==> src/rtl/core/hbd_pkg.sv <==
// ----------------------------------------------------------------------------
// hbd_pkg
// Shared widths, types and register indexes of the halfband decimator core.
// ----------------------------------------------------------------------------
package hbd_pkg;

   localparam int TAPS         = 15;
   localparam int SAMPLE_WIDTH = 16;
   localparam int COEF_WIDTH   = 16;

   localparam int NUM_CELLS = (TAPS - 1) / 2;
   localparam int NUM_PAIRS = (TAPS + 1) / 4;
   localparam int OUT_W     = 18;
   localparam int PAIR_W    = SAMPLE_WIDTH + 1;
   localparam int PROD_W    = PAIR_W + COEF_WIDTH;
   localparam int RND_W     = PROD_W - (COEF_WIDTH - 1);
   localparam int ACC_W     = (RND_W + 3 > OUT_W + 1) ? RND_W + 3 : OUT_W + 1;

   localparam int REQ_W     = ((4 * SAMPLE_WIDTH + 7) / 8) * 8;
   localparam int RSP_W     = ((2 * OUT_W + 7) / 8) * 8;
   localparam int CSR_IDX_W = 8;

   localparam logic [CSR_IDX_W-1:0] CSR_COEF_OUTER  = CSR_IDX_W'(0);
   localparam logic [CSR_IDX_W-1:0] CSR_COEF_SECOND = CSR_IDX_W'(1);
   localparam logic [CSR_IDX_W-1:0] CSR_COEF_THIRD  = CSR_IDX_W'(2);
   localparam logic [CSR_IDX_W-1:0] CSR_COEF_INNER  = CSR_IDX_W'(3);

   typedef struct packed {
      logic signed [SAMPLE_WIDTH-1:0] q;
      logic signed [SAMPLE_WIDTH-1:0] i;
   } cplx_type;

   typedef struct packed {
      logic signed [PAIR_W-1:0] q;
      logic signed [PAIR_W-1:0] i;
   } pair_type;

   typedef struct packed {
      logic signed [RND_W-1:0] q;
      logic signed [RND_W-1:0] i;
   } rnd_type;

endpackage

==> src/rtl/core/hbd_cell.sv <==
// ----------------------------------------------------------------------------
// hbd_cell
// One history cell: holds two consecutive complex samples and takes the pair
// of its upstream neighbor on every accepted beat.
// ----------------------------------------------------------------------------
module hbd_cell (
   input  logic              clock,
   input  logic              reset,
   input  logic              shift_en,
   input  hbd_pkg::cplx_type in_lo,
   input  hbd_pkg::cplx_type in_hi,
   output hbd_pkg::cplx_type out_lo,
   output hbd_pkg::cplx_type out_hi
);
   import hbd_pkg::*;

   cplx_type lo_ff, lo_in;
   cplx_type hi_ff, hi_in;

   always_comb begin
      lo_in = lo_ff;
      hi_in = hi_ff;
      if (shift_en) begin
         lo_in = in_lo;
         hi_in = in_hi;
      end
   end

   always_ff @(posedge clock) begin
      if (reset) begin
         lo_ff <= '0;
         hi_ff <= '0;
      end else begin
         lo_ff <= lo_in;
         hi_ff <= hi_in;
      end
   end

   assign out_lo = lo_ff;
   assign out_hi = hi_ff;

endmodule

==> config.mk <==
export PLATFORM = sky130hd
export DESIGN_NAME = hbd_cell
export DESIGN_NICKNAME = d
export VERILOG_FILES = /design/src/rtl/core/hbd_pkg.sv /design/src/rtl/core/hbd_cell.sv
export SDC_FILE = /design/constraint.sdc
export NUM_CORES = 1
export LEC_CHECK = 0
export ABC_AREA = 0
export ABC_CLOCK_PERIOD_IN_PS = 1900
export BUFFER_PORTS_ARGS = -buffer_cell sky130_fd_sc_hd__buf_2
export CORE_MARGIN = 2
export CORE_UTILIZATION = 40
export CTS_CLUSTER_DIAMETER = 30
export DETAILED_ROUTE_END_ITERATION = 8
export MAX_ROUTING_LAYER = met4
export PLACE_DENSITY_LB_ADDON = 0.25
export SETUP_SLACK_MARGIN = 0.1
export SYNTH_ARGS = -nofsm -noshare
export SYNTH_HDL_FRONTEND = slang
export SYNTH_SLANG_ARGS = --single-unit
==> constraint.sdc <==
create_clock -name clock -period 1.9 [get_ports clock]
set_input_delay 0.095 -clock clock [delete_from_list [all_inputs] [get_ports clock]]
set_output_delay 0.095 -clock clock [all_outputs]
set_load 0.05 [all_outputs]
# == After elaboration in Yosys (flattened, before gate mapping) ==
# Cells that the tools add are included.
# totals
regBits,64
elab_cells,4
inputBits,67

# == Depth between registers and ports, before layout ==
# depth
word_depth,0
depth_mapped,4
depth_no_buf,2

# == Worst setup path before layout ==
# Ideal clock, no wire load.
# synth_timing
path_kind,reg2reg
startpoint,register out_hi[0] (netlist name)
endpoint,"register hi_ff, in the netlist out_hi[0]"
n_path_buf,0
setup_time_ns,0.065
path_slack_ns,1.018
arrival_ns,0.817
path_stages_with_launch,3
required_time_ns,1.835
path_cell_list,dfxtp_1 mux2i_1 nor2_1
# synth_lines
item,line,rtl
to (signal assigned),hbd_cell.sv:35,hi_ff <= hi_in;
to (decl),hbd_cell.sv:18,"cplx_type hi_ff, hi_in;"

# == Final worst setup path ==
# layout_timing
startpoint,"register lo_ff, in the netlist out_lo[29]"
endpoint,output port out_lo[29] (netlist name)
# layout_lines
item,line,rtl
from (decl),hbd_cell.sv:17,"cplx_type lo_ff, lo_in;"
from (signal assigned),hbd_cell.sv:34,lo_ff <= lo_in;
to (decl),hbd_cell.sv:12,"output hbd_pkg::cplx_type out_lo,"
# No word-level cell between the ends.

==> impl_results.md <==
- Status: complete, no violations
- Post-synthesis sequential area ratio: 0.559
- Layout cells sized above 1: 0.398
- Total Negative Setup Slacks: 0 ps
- Worst hold slack: 10.1 ps
- Leading area contributor after synthesis: dfxtp_1
- DR vias/cell: 4.41
- WL/cell: 11.9 um
- CTS tree: yes
- Yosys cell types: 7
- Post-Synth Adder-Cell Area: 0
- Mapped Nets: 273
- DP Wirelength: approximately 3500 um
- Max clock buf depth: 2
- GR Util All Layers: 0.174
- Drt drc: 0
- Final Hold Fails: 0
- Detailed Routing Iterations Pass 1: 4
- Post-synthesis simple-gate area fraction: 0.105
- Leakage: 1.87 nW
- Post-Synth XOR/XNOR Area: 0
- Compound-Gate Fraction of Synth Area: 0
- Max Slew Vio Count: 0
- Worst-path clk slew: 70 ps
- Commonest non-fill, non-tap cells in the layout: 129 x buf_2, 64 x mux2i_1, 64 x nor2_1, 64 x dfxtp_1, 32 x dlygate4sd3_1
- Power Total: 3.17 mW
- Die area: 0.00635 mm^2
- CP Class: reg -> out
- Min Tclk post-route: 1050 ps
- P per Cell Area: 915 mW/mm^2
- Slew HR: 0.686
- Total number of vias: between 1500 and 2000
- Gates resized, CTS repair: 0
- Synth top area cells: dfxtp_1 56%, mux2i_1 28%, nor2_1 10%
- Critical Path End Type: output port
- Synth top area share: 0.559
- Final setup vio count: 0
- # diodes: 0
- Vias in the first global route: 1925
- RSZ-0062 raised after global routing: false
- Post-CTS Setup Inserts: 0
- Worst skew pair latency: 320 ps
- Commonest non-fill, non-tap cell in the layout: buf_2
- Maximum clock rate: 0.950 GHz
- Crit start category: flop
- Port buffer count: 130
- Worst clock skew: 0 ps
- Hold Crit Class: in -> reg
- CTS Buf Count: 9
- Hold-fix buffers, CTS: 32
- P&R area growth vs syn: 51.2%
- Worst-margin pin slew: 471 ps
- WP data required: 1800 ps
- Max_cap viols: 0
- CP peak stage delay: approximately 350 ps
- Root Driver: clkbuf_8
- Synth warn: 0
- WP data arrival: ~960 ps
- Cell area after synthesis: 0.00229 mm^2
- Largest net degree at the start of global routing: 27
- Routed WL: 5330 um
- Worst path top cell family by delay: flip-flops
- Die Wd: 79.7 um
- Multi-input logic area: 881 um^2
- Main combinational cell family by area after synthesis: multiplexers
- # rows: 27
- Global route total overflow: 0
- Synth Instances: ~210
- Core area: between 0.005 and 0.006 mm^2
- Slowest cell on the critical path: dfxtp_1
- Core Util, Final: 0.629
- Final period util: 0.554
- Initial DRC Count: 69
- Initial antenna violation count: 0
- Worst path cell trace: buf_2
- H-tree Lvls: 3
- Synthesis-stage register bit count: 64
- Mux cell area share after synthesis: 0.280
- ANT nets after route: 0
- Chip Height: ~80 um
- IO Count: between 100 and 150
- Worst-path maximum fanout: 2
- Post-synthesis average cell area: 11.1 um^2
- # nets final: 436
- Routability cong.: 0.709
- Initial core utilization: 0.416
- Reg area: 0.00128 mm^2
- VDD IR max: 606 uV
- Fillers: 463
- WP buf/inv: 1
- First-pass GRT wire length: 8300 um
- CTS Sinks: 64
## through the flow
stage	instances	area (um^2)	setup slack (ps)
after global routing	446	3460	811
after global placement	398	2960	778
after CTS	446	3460	850
after detailed placement	398	2960	742
final	446	3460	848
after floorplan	206	2290	1020
## where the power goes
group | switching, mW | internal, mW
logic | 0.436 | 0.232
clock network | 0.467 | 0.574
registers | 0.0380 | 1.42
## cell type report
class | count | share of cell area
clock inverter | 3 | 0.00433
sequential | 64 | 0.370
clock buffer | 13 | 0.0488
timing repair buffer | 166 | 0.297
tap | 72 | 0.0260
multi-input combinational | 128 | 0.254
## synth_stat cells
cell      instances
dfxtp_1          64
buf_8             6
mux2i_1          64
buf_1             6
nor2_1           64
buf_6             1
clkbuf_2          1
## final timing paths
path,cells after the start,start,endpoint,slack [ps]
min,3,in_hi[12],out_hi[12],10
max reg2reg,2,out_hi[2],out_hi[2],1250
max,1,out_lo[29],out_lo[29],850
min reg2reg,2,out_lo[8],out_lo[8],490
## state kept, by name (all words and copies together) (netlist names)
| signal | flops |
|---|---|
| out_lo | 32 |
| out_hi | 32 |
## cells by family (layout without fill, tap and decap cells)
logic type    after synthesis  after routing
simple gates               64             64
buf+inv                    14            182
mux                        64             64
flops                      64             64
## routing by layer
| layer | share of wire | GRT usage | wire (um) | up-vias |
|---|---|---|---|---|
| li1 | - | - | - | 1002 |
| met1 | 0.44 | 0.201 | 2320 | 869 |
| met2 | 0.46 | 0.283 | 2470 | 84 |
| met3 | 0.079 | 0.0407 | 421 | 10 |
| met4 | 0.021 | 0.0879 | 110 | 0 |
| met5 | 0 | - | 0 | - |
Note: power is estimated with default switching activity, not from simulation.
