===== config.mk =====
export PLATFORM = sky130hd
export DESIGN_NAME = hbd_prod
export DESIGN_NICKNAME = d
export VERILOG_FILES = /design/src/rtl/core/hbd_pkg.sv /design/src/rtl/core/hbd_prod.sv
export SDC_FILE = /design/constraint.sdc
export NUM_CORES = 1
export LEC_CHECK = 0
export BUFFER_PORTS_ARGS = -buffer_cell sky130_fd_sc_hd__buf_4
export CAP_MARGIN = 20
export CORE_UTILIZATION = 60
export DETAILED_ROUTE_END_ITERATION = 8
export GPL_TIMING_DRIVEN = 0
export HOLD_SLACK_MARGIN = 0.1
export PLACE_DENSITY_LB_ADDON = 0.15
export SYNTH_ARGS = -nofsm -noshare
export SYNTH_HDL_FRONTEND = slang
export SYNTH_SLANG_ARGS = --single-unit

===== constraint.sdc =====
create_clock -name clock -period 9.55 [get_ports clock]
set_input_delay 0.955 -clock clock [delete_from_list [all_inputs] [get_ports clock]]
set_output_delay 0.955 -clock clock [all_outputs]
set_load 0.05 [all_outputs]

===== src/rtl/core/hbd_pkg.sv =====
// ----------------------------------------------------------------------------
// hbd_pkg
// Shared widths, types and register indexes of the halfband decimator core.
// ----------------------------------------------------------------------------
package hbd_pkg;

   localparam int TAPS         = 15;
   localparam int SAMPLE_WIDTH = 16;
   localparam int COEF_WIDTH   = 16;

   localparam int NUM_CELLS = (TAPS - 1) / 2;
   localparam int NUM_PAIRS = (TAPS + 1) / 4;
   localparam int OUT_W     = 18;
   localparam int PAIR_W    = SAMPLE_WIDTH + 1;
   localparam int PROD_W    = PAIR_W + COEF_WIDTH;
   localparam int RND_W     = PROD_W - (COEF_WIDTH - 1);
   localparam int ACC_W     = (RND_W + 3 > OUT_W + 1) ? RND_W + 3 : OUT_W + 1;

   localparam int REQ_W     = ((4 * SAMPLE_WIDTH + 7) / 8) * 8;
   localparam int RSP_W     = ((2 * OUT_W + 7) / 8) * 8;
   localparam int CSR_IDX_W = 8;

   localparam logic [CSR_IDX_W-1:0] CSR_COEF_OUTER  = CSR_IDX_W'(0);
   localparam logic [CSR_IDX_W-1:0] CSR_COEF_SECOND = CSR_IDX_W'(1);
   localparam logic [CSR_IDX_W-1:0] CSR_COEF_THIRD  = CSR_IDX_W'(2);
   localparam logic [CSR_IDX_W-1:0] CSR_COEF_INNER  = CSR_IDX_W'(3);

   typedef struct packed {
      logic signed [SAMPLE_WIDTH-1:0] q;
      logic signed [SAMPLE_WIDTH-1:0] i;
   } cplx_type;

   typedef struct packed {
      logic signed [PAIR_W-1:0] q;
      logic signed [PAIR_W-1:0] i;
   } pair_type;

   typedef struct packed {
      logic signed [RND_W-1:0] q;
      logic signed [RND_W-1:0] i;
   } rnd_type;

endpackage


===== src/rtl/core/hbd_prod.sv =====
// ----------------------------------------------------------------------------
// hbd_prod
// Weights one complex pair sum by a coefficient, rounds half up by a shift of
// COEF_WIDTH-1 and registers the result.
// ----------------------------------------------------------------------------
module hbd_prod (
   input  logic                                 clock,
   input  logic                                 enable,
   input  hbd_pkg::pair_type                    pair,
   input  logic signed [hbd_pkg::COEF_WIDTH-1:0] coef,
   output hbd_pkg::rnd_type                     rnd
);
   import hbd_pkg::*;

   localparam logic signed [PROD_W:0] ROUND = (PROD_W + 1)'(1) <<< (COEF_WIDTH - 2);

   logic signed [PROD_W:0] prod_i, prod_q;
   logic signed [PROD_W:0] shr_i, shr_q;
   rnd_type                rnd_ff, rnd_in;

   always_comb begin
      prod_i = (PROD_W + 1)'(pair.i * coef) + ROUND;
      prod_q = (PROD_W + 1)'(pair.q * coef) + ROUND;
      shr_i  = prod_i >>> (COEF_WIDTH - 1);
      shr_q  = prod_q >>> (COEF_WIDTH - 1);
      rnd_in = rnd_ff;
      if (enable) begin
         rnd_in.i = shr_i[RND_W-1:0];
         rnd_in.q = shr_q[RND_W-1:0];
      end
   end

   always_ff @(posedge clock) begin
      rnd_ff <= rnd_in;
   end

   assign rnd = rnd_ff;

endmodule


# Yosys cells after proc, flatten, opt, wreduce, memory -nomap -nowiden
# Cells that the tools add are included.
[classes]
addsub = 2
bitwise_logic = 0
reduce_logical = 0
div = 0
mul = 2
eq_ne = 0
mux = 0
n_shift = 0
order_cmp = 0
[ops]
columns = ["op", "n"]
rows = [
  ["adder 33 x 16 -> 33 bit, second input constant", 2],
  ["multiplier 17 x 16 -> 33 bit", 2],
]
[word_totals]
rom_bits = 0
mem_count = 0
inputBits = 52
mem_bits_rw = 0
latch_bits = 0
register_bits = 36
word_cells = 6

# Depth between registers and ports, before layout
[logic_depth]
ltp_word = 2
mapped_depth = 24
ltp_nobuf = 23

# Worst setup path before layout
# OpenSTA, ideal clock, no wires.
[synth_path]
path_kind = "input -> register"
from = "in coef[8] (netlist name)"
to = "reg rnd_ff (netlist bit rnd[32]) (data pin)"
path_buffers = 1
slack_ns = 2.591
setup_time_ns = 0.258
required_time_ns = 9.292
arrival_ns = 6.701
path_stages = 23
path_cell_list = "clkbuf_1 nand2_1 fa_1 inv_1 fa_1 inv_1 fa_1 inv_1 fa_1 fa_1 inv_1 fa_1 inv_1 ha_1 and3_2 a221oi_2 o21ai_1 or4_4 o211a_1 o31a_1 o22a_2 a21oi_2 xnor2_1"
[synth_between]
elab_chain_len = 2
[synth_lines]
columns = ["item", "line_no", "source"]
rows = [
  ["from (decl)", "hbd_prod.sv:10", "input logic signed [hbd_pkg::COEF_WIDTH-1:0] coef,"],
  ["multiplier 17 x 16 -> 33 bit", "hbd_prod.sv:23", "prod_q = (PROD_W + 1)'(pair.q * coef) + ROUND;"],
  ["adder 33 x 16 -> 33 bit", "hbd_prod.sv:23", ""],
  ["net prod_q[29]", "hbd_prod.sv:17", "logic signed [PROD_W:0] prod_i, prod_q;"],
  ["to (signal assigned)", "hbd_prod.sv:34", "rnd_ff <= rnd_in;"],
  ["to (decl)", "hbd_prod.sv:19", "rnd_type rnd_ff, rnd_in;"],
]
# The timed path passes the listed nets, and every way through them passes these cells.
# A chain may end at the register's enable or synchronous reset.

# Worst setup path after layout
[layout_path]
from = "in coef[15] (netlist name)"
to = "reg rnd_ff (netlist bit rnd[32]) (data pin)"
# Same word-level chain as after synthesis.

==> summary.md <==
| Metric | Value |
|---|---|
| Critical path's slowest cell | `clkbuf_1` |
| Count of different cell masters after synthesis | `49` |
| F_max | `130 MHz` |
| Final #Nets | `3037` |
| Cell count after synthesis | `2181` |
| Vias in the first global route | `16700` |
| Final Wtd Congestion | `0.972` |
| Vias per std cell | `5.51` |
| Row count | `67` |
| Post-route ant nets | `0` |
| Top_reg_cell synth | `edfxtp_1` |
| Ant diodes | `0` |
| Post-synth top area share | `53.2%` |
| # H-tree levels | `2` |
| Path type of the worst min-delay path | `primary input to flip-flop` |
| Vias | `15000` |
| Avg Cell Area, Syn | `9.53 sq um` |
| Crit Path Class | `primary input to flip-flop` |
| Largest register FFs | `36` |
| Top delay family on crit path | `adder cells` |
| WP buf/inv | `5` |
| Core area | `0.0338 sq mm` |
| Die Y | `188 um` |
| Final WL | `51.7 mm` |
| Max Cap Viol | `0` |
| Clock root cell | `clkbuf_16` |
| Fillcell total | `2873` |
| Total gr overflow | `0` |
| Residual DRC | `0` |
| Max Slew Vio Count | `0` |
| Pre-antenna DRT Iters | `5` |
| Clock buffer depth | `2` |
| Final-report hold violation count | `0` |
| GRT Resource Usage Total | `32.0%` |
| DR WL/cell | `19.0 um` |
| #FFs+latches synth | `36` |
| I/O Buffers | `87` |
| # resized after CTS | `0` |
| CP Launch Type | `primary input` |
| RSZ-0062 raised after global routing | `false` |
| Clock transition at the registers of the reported paths | `0.06 ns` |
| Hold Buf Count CTS | `0` |
| Total Die Area | `0.0354 sq mm` |
| Setup Viol. Count Final | `0` |
| Inserted Clock Buffers | `5` |
| Ranking of synthesized cells by area | `fa_1 (53%), inv_1 (11%), ha_1 (9.5%), and2_1 (7.5%), edfxtp_1 (5.2%)` |
| Die width | `188 um` |
| Worst-margin pin slew | `1.01 ns` |
| Largest stage delay on the critical path | `0.79 ns` |
| Area Growth Syn to Fin | `6.48%` |
| Layout cell share with drive strength beyond 1 | `4.48%` |
| TritonCTS clock tree | `yes` |
| Sink Count | `36` |
| Critical path cell sequence | `buf_4, clkinv_1, clkbuf_1, nor2_1, fa_1, fa_1, fa_1, fa_1, fa_1, inv_1, fa_1, inv_1, ha_1, a21o_1, a21oi_1, o21ai_1, or4_4, o211a_1, o31a_1, o22a_2, a21oi_2, xnor2_1` |
| DRT iter0 DRCs | `897` |
| Seq/Total Area, Yosys | `5.20%` |
| Detailed placer's ending HPWL | `43.4 mm` |
| Tcrit/Tclk final | `80.7%` |
| Initial cell density of the core | `61.5%` |
| CP Data Required Time | `9.61 ns` |
| # IOs | `88` |
| Post-synth top area cell | `fa_1` |
| Maximum number of pins on one net before global-route repair | `37` |
| Worst rel slew slack | `32.7%` |
| Post-synth EDFFs | `36` |
| First-pass GRT wire length | `85.5 mm` |
| Peak fanout along the critical path | `11` |
| Post CTS Setup Buffer Count | `0` |
| Mapped cell area | `0.0208 sq mm` |
| Crit path DAT | `7.76 ns` |
| Fin Setup TNS | `0 ns` |
| Worst path most repeated cell | `fa_1` |
| Async set-or-reset flop fraction in the synthesized netlist | `0%` |
| Final min period | `7.70 ns` |
| Syn Nets | `2943` |
| Setup crit end kind | `flip-flop` |
| Status | `finished, final reports clean` |
| Initial antenna violation count | `2` |
| Synth Warn # | `0` |
-- path summary, 6_finish.rpt --
check	cells past startpoint	end	slack, ns	from
setup / recovery	22	rnd[32]$_DFFE_PP_	1.85	coef[15]
hold / removal	1	rnd[12]$_DFFE_PP_	1.16	enable
-- routing by layer --
layer	vias to the layer above	part of all wire (%)	track usage [%]
li1	6432	-	-
met1	7787	37	41.0
met2	616	50	54.0
met3	160	8.5	5.13
met4	0	4.8	14.2
met5	-	0	0
-- cells by family (layout without fill, tap and decap cells) --
kind of cell,Yosys count,count (layout),share of synthesized area (%)
xor+xnor,53,53,2.23
fa+ha+maj,710,710,62.7
buf+inv,686,780,12.4
flops,36,36,5.20
simple gates,593,593,14.2
compound gates,103,103,3.36
-- placed cells by master, fill, tap and decap left out, drive strengths merged, types with 3 or more instances in the layout --
cell type,instances
nor2b,5
o21bai,5
o21ai,19
a21oi,27
nand2b,13
clkinv,3
xnor2,39
fa,552
and3,4
clkbuf,86
nor2,43
buf,87
xor2,14
o31a,3
inv,604
a21o,15
ha,158
edfxtp,36
nand3,7
and2,248
nor3,3
nand2,263
a211oi,6
o21a,6
-- final cells by class --
type                            count  area, sq um  share of cell area [%]
Multi-Input combinational cell   1459        17100                    77.4
Inverter                          605         2270                    10.3
Sequential cell                    36         1080                    4.88
Timing Repair Buffer               87          653                    2.95
Tap cell                          448          561                    2.53
Buffer                             81          304                    1.37
Clock buffer                        5          125                   0.565
Clock inverter                      2         7.51                  0.0339
-- through the flow --
step / cells / setup WS (ns) / utilization (%) / cell area [sq um] / hold slack [ns]
after floorplan: 2181 / 2.59 / - / 20800 / 1.07
after global placement: 2716 / 1.70 / 65.1 / 22000 / 1.44
after detailed placement: 2716 / 1.62 / 65.1 / 22000 / 1.44
after CTS: 2723 / 1.93 / 65.5 / 22100 / 1.17
after global routing: 2723 / 1.59 / 65.5 / 22100 / 1.18
final: 2723 / 1.85 / 65.5 / 22100 / 1.16
-- synth_stat cells (all sizes together) (14+ instances only) --
| cell type | number |
|---|---|
| ha | 158 |
| xnor2 | 39 |
| o21ai | 19 |
| xor2 | 14 |
| clkbuf | 81 |
| nor2 | 43 |
| a21oi | 27 |
| edfxtp | 36 |
| and2 | 248 |
| fa | 552 |
| inv | 604 |
| nand2 | 263 |
| a21o | 15 |
Power is left out: the tool's default activity adds up to more than one toggle a clock period on the data nets, which glitch-free logic cannot reach.
